## src/rtl/core/bmru_pkg.sv

```systemverilog
// Shared types, constants and helpers of the binary multiset rank and unrank block.
`default_nettype none

package bmru_pkg;

  // Longest sequence and binomial table geometry
  localparam int unsigned MAX_LEN   = 64;
  localparam int unsigned TSIDE     = MAX_LEN + 1;
  localparam int unsigned TBL_DEPTH = TSIDE * TSIDE;
  localparam int unsigned ADDR_W    = $clog2(TBL_DEPTH);
  localparam int unsigned LEN_W     = $clog2(TSIDE);

  // Field widths
  localparam int unsigned CNT_W      = 7;
  localparam int unsigned SUM_W      = CNT_W + 1;
  localparam int unsigned RANK_W     = 64;
  localparam int unsigned CFG_IDX_W  = 4;
  localparam int unsigned CFG_DATA_W = 7;

  typedef logic [ADDR_W-1:0] addr_t;

  typedef enum logic [1:0] {
    MODE_RANK = 2'd0,
    MODE_LOAD = 2'd1,
    MODE_NEXT = 2'd2
  } mode_e;

  typedef enum logic [CFG_IDX_W-1:0] {
    CFG_ZERO_COUNT = 4'd0,
    CFG_ONE_COUNT  = 4'd1
  } cfg_idx_e;

  typedef enum logic [1:0] {
    BLD_RUN,
    BLD_FLUSH,
    BLD_READY
  } build_e;

  typedef struct packed {
    logic [1:0]        mode;
    logic              elem_bit;
    logic [RANK_W-1:0] rank_in;
  } item_t;

  typedef struct packed {
    logic [RANK_W-1:0] rank_out;
    logic              bit_out;
    logic              done_res;
    logic              error;
  } res_t;

  typedef struct packed {
    logic  en;
    addr_t addr;
  } rd_req_t;

  // Flat table address of C(n,k)
  function automatic addr_t tbl_addr(input addr_t n, input addr_t k);
    return n * addr_t'(TSIDE) + k;
  endfunction

endpackage

`default_nettype wire

```

## src/rtl/core/bmru_out_fifo.sv

```systemverilog
// Two-entry result queue between the engine and the output channel.
`default_nettype none

module bmru_out_fifo (
  input  wire logic           clk_i,
  input  wire logic           rst_ni,
  input  wire logic           push_i,
  input  wire bmru_pkg::res_t push_data_i,
  output logic                room_o,
  output logic                out_valid_o,
  input  wire logic           out_ready_i,
  output bmru_pkg::res_t      out_data_o
);
  import bmru_pkg::*;

  res_t       ent_q [2];
  logic       wr_q, rd_q;
  logic [1:0] cnt_q;
  logic       pop;

  assign out_valid_o = (cnt_q != 2'd0);
  assign room_o      = (cnt_q != 2'd2);
  assign out_data_o  = ent_q[rd_q];
  assign pop         = out_valid_o && out_ready_i;

  // Advance pointers and fill count
  always_ff @(posedge clk_i or negedge rst_ni) begin
    if (!rst_ni) begin
      wr_q  <= 1'b0;
      rd_q  <= 1'b0;
      cnt_q <= 2'd0;
    end else begin
      if (push_i) begin
        wr_q <= ~wr_q;
      end
      if (pop) begin
        rd_q <= ~rd_q;
      end
      case ({push_i, pop})
        2'b10:   cnt_q <= cnt_q + 2'd1;
        2'b01:   cnt_q <= cnt_q - 2'd1;
        default: cnt_q <= cnt_q;
      endcase
    end
  end

  // Store an incoming result
  always_ff @(posedge clk_i) begin
    if (push_i) begin
      ent_q[wr_q] <= push_data_i;
    end
  end

endmodule

`default_nettype wire

```

## config.mk

```make
export PLATFORM = sky130hd
export DESIGN_NAME = bmru_out_fifo
export DESIGN_NICKNAME = d
export VERILOG_FILES = /design/src/rtl/core/bmru_pkg.sv /design/src/rtl/core/bmru_out_fifo.sv
export SDC_FILE = /design/constraint.sdc
export NUM_CORES = 1
export LEC_CHECK = 0
export BUFFER_PORTS_ARGS = -buffer_cell sky130_fd_sc_hd__buf_4
export CORE_MARGIN = 2
export CORE_UTILIZATION = 56
export CTS_CLUSTER_DIAMETER = 100
export DETAILED_ROUTE_END_ITERATION = 10
export GPL_TIMING_DRIVEN = 1
export PLACE_DENSITY = 0.87
export SYNTH_ARGS = -nofsm -noshare
export SYNTH_HDL_FRONTEND = slang
export SYNTH_SLANG_ARGS = --single-unit
```

## constraint.sdc

```tcl
create_clock -name clk_i -period 9.56 [get_ports clk_i]
set_input_delay 0.956 -clock clk_i [delete_from_list [all_inputs] [get_ports clk_i]]
set_output_delay 0.956 -clock clk_i [all_outputs]
set_load 0.01 [all_outputs]
```

==> results.toml, run 1 <==
[die]
initial_core_util_pct = 58.2
coreArea_um2 = 8810
die_h_um = 99.6
die_w_um = 99.6
die_area_um2 = 9930
io_pins = 140
floorplan.rows = 34

[timing]
hold_violations = 0
tightest_slew_ps = 1020
rsz0062_at_grt = "no"
maxSlewHeadroom_pct = 32.2
fin_ws_ps = 6390
finalCritPeriodShare_pct = 33.1
drv_slew = 0
setup_violations = 0
skew_ps = 5.20
fmax_mhz = 316
final.setup.tns_ps = 0
fin_crit_ps = 3170

[placement]
place.gp.congestion = 0.694
place_inst = 466
numPortBuffers = 139
dpl_worst_slack_ps = 6730
hpwlAfterDp_um = 5640

[critical_path]
path_class = "reg -> out"
crit_fanout = 68
r2r-start = "wr_q"
required_ps = 8600
start_kind = "register"
r2r_slack_ps = 7430
timing.rr.end = "ent_q[0][31]"
cp-end-kind = "output pin"
ff2ff_path_depth = 2
crit_arrival_ps = 2210

[logic_synthesis]
synthArstFlopShare_pct = 2.90
yosys-top-cells-area = "edfxtp_1 79%, mux2_2 10%, mux2_4 5.9%, dfrtp_1 2.0%, buf_8 0.59%"
synthCells = 226
syn-num-nets = 298
synth_top_family_by_area = "multiplexers"
synth.distinct_cells = 16
yosys.area_share.simple_pct = 0.684
synth_ff_type = "edfxtp_1"
syn_area_um2 = 5120
synth_edf_count = 134
yosysMostFrequentCell = "edfxtp_1"
synth.avg_cell_area_um2 = 22.7
synth_xor_area_share_pct = 0.855
synth_top_area_share_pct = 78.6
synth_top_cell_by_area = "edfxtp_1"
synth_seq_cells = 138
yosysSeqAreaShare_pct = 80.5
ys_warn_count = 0
synth_fa_ha_area_share_pct = 0.244
synth_common_cells = "134 x edfxtp_1, 47 x mux2_2, 20 x mux2_4"
synth_compound_area_share_pct = 0
synth.area.mux_share_pct = 16.2

[detailed_routing]
drcViolationCount = 0
wl_um = 9370
vias = 2578
ant_nets = 0
wire_per_inst_um = 18.8
via_per_inst = 5.19
drtIter0Drc = 145
first_pass_iters = 5

[global_route]
grt_use_total_pct = 19.7
grt_remaining_overflow = 0
grt_max_degree = 69
grt_pass1_vias = 2802
grt_pass1_wl_um = 14200
grt_antenna_before_repair = 0

[cts]
cts_root_buffer = "clkbuf_8"
clock_path_buffers = 2
postCtsSetupBuffers = 0
h-tree-depth = 4
clk_latency_ps = 500
hold_buffers = 0
cts.reportedPaths.clkPinSlew_ps = 60
cts_inserted_buffers = 17
cts_tree = "built"
cts-resized-gates = 0
cts_sinks = 138

[final_layout]
fin_cells = 497
num-fill-cells = 477
fin_nets = 449
fin_util_pct = 77.2
diodes = 0
syn_to_final_growth_pct = 32.7
drive_gt1_share_pct = 61.7

[power]
power.density_nw_per_um2 = 304
peakVddDrop_uv = 340
leakagePower_uw = 0.00263
p_total_uw = 2070

[min_path]
hold_class = "in -> async"

[outcome]
status = "finished, final reports clean"

[run]
timing.max_cap.violations = 0
-- per-layer routing --
metal	vias up	share of wire [%]	GRT usage (%)	wire [um]
met5	-	0	0	0
met4	0	1.9	8.54	180
met3	19	8.6	8.29	806
met2	117	52	31.9	4840
met1	1251	38	23.3	3540
li1	1191	-	-	-
-- through the flow --
step / cell area (um^2) / hold WS [ps]
finish: 6800 / 243
global route: 6800 / 218
CTS: 6800 / 222
detailed placement: 6250 / 487
global placement: 6250 / 476
floorplan: 5120 / 456
-- power by group --
group          switching [uW]  total, uW  leakage (uW)  internal, uW
clock                     228        594      0.000257           366
combinational             238        571       0.00107           333
sequential               96.4        903       0.00130           806
-- worst max-delay path, cell delays in order (launching register included) --
cell and delay [ps]:
dfrtp_4 1100, mux2_2 440, buf_4 160
-- cell usage in the layout, fill, tap and decap left out, types with 3 or more instances in the layout --
master / count
buf_4: 140
edfxtp_1: 134
mux2_2: 47
mux2_4: 20
clkbuf_16: 16
clkinvlp_4: 4
xor2_1: 3
clkinv_2: 3
dfrtp_1: 3
-- flip-flops by register name, summed over array words and instances (netlist names) --
| name | count |
|---|---|
| cnt_q | 2 |
| ent_q | 134 |
| rd_q | 1 |
| wr_q | 1 |
-- worst max path at each step --
| stage | startpoint | endpoint | slack, ps | cells past startpoint |
|---|---|---|---|---|
| 6_report | rd_q | out_data_o[19] | 6390 | 2 |
| 5_1_grt | rd_q | out_data_o[19] | 6300 | 2 |
| 4_1_cts | rd_q | out_data_o[19] | 6370 | 2 |
| 3_5_place_dp | push_i | ent_q[0][61] | 6730 | 4 |
| 3_3_place_gp | push_i | ent_q[0][58] | 6780 | 4 |
| 2_1_floorplan | push_i | ent_q[0][0] | 5240 | 2 |
-- cell type report --
class | instances | area (um^2) | area share, %
clock buffer | 18 | 418 | 6.15
timing repair buffer | 140 | 1050 | 15.5
inverter | 1 | 3.75 | 0.0552
multi-input combinational | 79 | 931 | 13.7
clock inverter | 13 | 130 | 1.91
tap | 108 | 135 | 1.99
sequential | 138 | 4130 | 60.7
-- logic make-up after synthesis --
group	count (synthesis)
DFF	138
and+or+nand+nor	6
muxes	67
adders and majority gates	1
buffers and inverters	9
xor gates and xnor gates	5
(Power assumes the default switching activity.)
==> run 2, diff against run 1 <==
--- a/config.mk
+++ b/config.mk
@@ -7,11 +7,11 @@
 export LEC_CHECK = 0
 export BUFFER_PORTS_ARGS = -buffer_cell sky130_fd_sc_hd__buf_4
 export CORE_MARGIN = 2
-export CORE_UTILIZATION = 56
+export CORE_UTILIZATION = 52
 export CTS_CLUSTER_DIAMETER = 100
 export DETAILED_ROUTE_END_ITERATION = 10
 export GPL_TIMING_DRIVEN = 1
-export PLACE_DENSITY = 0.87
+export PLACE_DENSITY = 0.81
 export SYNTH_ARGS = -nofsm -noshare
 export SYNTH_HDL_FRONTEND = slang
 export SYNTH_SLANG_ARGS = --single-unit
==> constraint.sdc (replaced) <==
create_clock -name clk_i -period 3.25 [get_ports clk_i]
set_input_delay 0.325 -clock clk_i [delete_from_list [all_inputs] [get_ports clk_i]]
set_output_delay 0.325 -clock clk_i [all_outputs]
set_load 0.01 [all_outputs]
==> run 2 against run 1 <==
Worst hold slack worse by 220 ps. Clock skew up 6.7 ps. Sequential power rose to 2.8 times the previous value. Highest routed layer unchanged. Design area up 11%.
==> results.toml, run 2 (synthesized netlist as in run 1, its figures left out) <==
[cts]
cts.reportedPaths.clkPinSlew_ps = 60
h-tree-depth = 4
cts_sinks = 138
cts_tree = "built"
postCtsSetupBuffers = 0
cts_root_buffer = "clkbuf_8"
cts_inserted_buffers = 17
clk_latency_ps = 510
clock_path_buffers = 2

[final_layout]
fin_area_um2 = 7560
fin_cells = 594
top_regs = "ent_q: 134 flops, cnt_q: 2 flops"
fin_nets = 520
layout_common_cells = "143 x buf_4, 134 x edfxtp_1, 68 x dlygate4sd3_1, 47 x mux2_2, 20 x mux2_4"
ff_latch_area_um2 = 4130
regMostFlops = "ent_q"
drive_gt1_share_pct = 52.7
multi_input_area_um2 = 931
largest_reg_flops = 134
final_common_cell = "buf_4"
syn_to_final_growth_pct = 47.5
num-fill-cells = 535
diodes = 0

[critical_path]
cp-end-kind = "output pin"
crit_arrival_ps = 2250
crit_fanout = 37
r2r-start = "wr_q"
start_kind = "register"
required_ps = 2920
crit_start = "rd_q"
path_class = "reg -> out"

[die]
initial_core_util_pct = 52.9
die_area_um2 = 10700
io_pins = 140
floorplan.rows = 36
coreArea_um2 = 9680
die_w_um = 103
die_h_um = 103

[timing]
fmax_mhz = 389
rsz0062_at_grt = "no"
holdWs_ps = 20.4
maxSlewHeadroom_pct = 38.1
drv_slew = 0
finalCritPeriodShare_pct = 79.1
final.setup.tns_ps = 0
skew_ps = 11.9
hold_violations = 0
fin_crit_ps = 2570
setup_violations = 0
tightest_slew_ps = 929

[detailed_routing]
wl_um = 10400
drcViolationCount = 0
ant_nets = 0
wire_per_inst_um = 17.5
vias = 2880
drtIter0Drc = 114
via_per_inst = 4.85
first_pass_iters = 7

[outcome]
status = "finished, final reports clean"

[global_route]
busiest_layer = "met2"
grt_pass1_wl_um = 14900
grtUsageMet3_pct = 5.85
use_met2_pct = 34.3
grt_pass1_vias = 2964
grt_antenna_before_repair = 0
met1_usage_pct = 22.5
grt_max_degree = 68
grt_remaining_overflow = 0
grt_use_total_pct = 19.6

[placement]
hpwlAfterDp_um = 5440
post_dp_cell_area_um2 = 6300
place.gp.congestion = 0.689
place_inst = 494
numPortBuffers = 139

[power]
p_total_uw = 6250
peakVddDrop_uv = 559
power.density_nw_per_um2 = 828
leakagePower_uw = 0.00294

[min_path]
hold_class = "in -> reg"
worstHoldStart = "push_i"

[run]
timing.max_cap.violations = 0
[run 2: cell types whose count changed in the layout (fill, tap and decap cells not counted), sizes merged]
cell	change
buf	+3
bufinv	+1
dlygate4sd3	+68
[run 2: path summary, 6_finish.rpt]
path,endpoint,slack (ps),cells after the start
min in group asynchronous,rd_q,170,2
max in group asynchronous,rd_q,2970,2
worst min-delay path,wr_q,20,2
worst max register to register,ent_q[1][39],1630,1
worst max-delay path,out_data_o[29],680,3
worst min register to register,cnt_q[1],530,1
[run 2: routing by layer]
metal  share of wire, %  routed length [um]  vias to the layer above
li1                   -                   -                     1335
met1                 40                4120                     1426
met2                 54                5620                      108
met3                5.3                 548                       11
met4                1.1                 111                        0
met5                  0                   0                        -
[run 2: cell type report]
class | instances | share of cell area [%]
Multi-Input combinational cell | 79 | 12.3
Sequential cell | 138 | 54.6
Clock buffer | 18 | 5.53
Timing Repair Buffer | 211 | 23.2
Tap cell | 133 | 2.20
Inverter | 1 | 0.0497
Clock inverter | 14 | 2.05
[run 2: critical path: stages (launching register included)]
cell and delay [ps]:
dfrtp_4 790, buf_4 380, mux2_2 390, buf_4 150
[run 2: repair_timing]
action	4_1_cts	5_1_grt
hold endpoints to repair	138	0
hold buffers	68	0
gates resized for setup	0	0
[run 2: per-stage QoR]
step,setup slack (ps),util [%]
after floorplan,667,-
after global placement,1220,65.1
after detailed placement,1210,65.1
after CTS,652,78.0
after global routing,595,78.0
final,678,78.0
[run 2: where the power goes]
part	internal [uW]	switching, uW
sequential	2370	202
combinational	1040	792
clock	1160	694
total	4570	1690
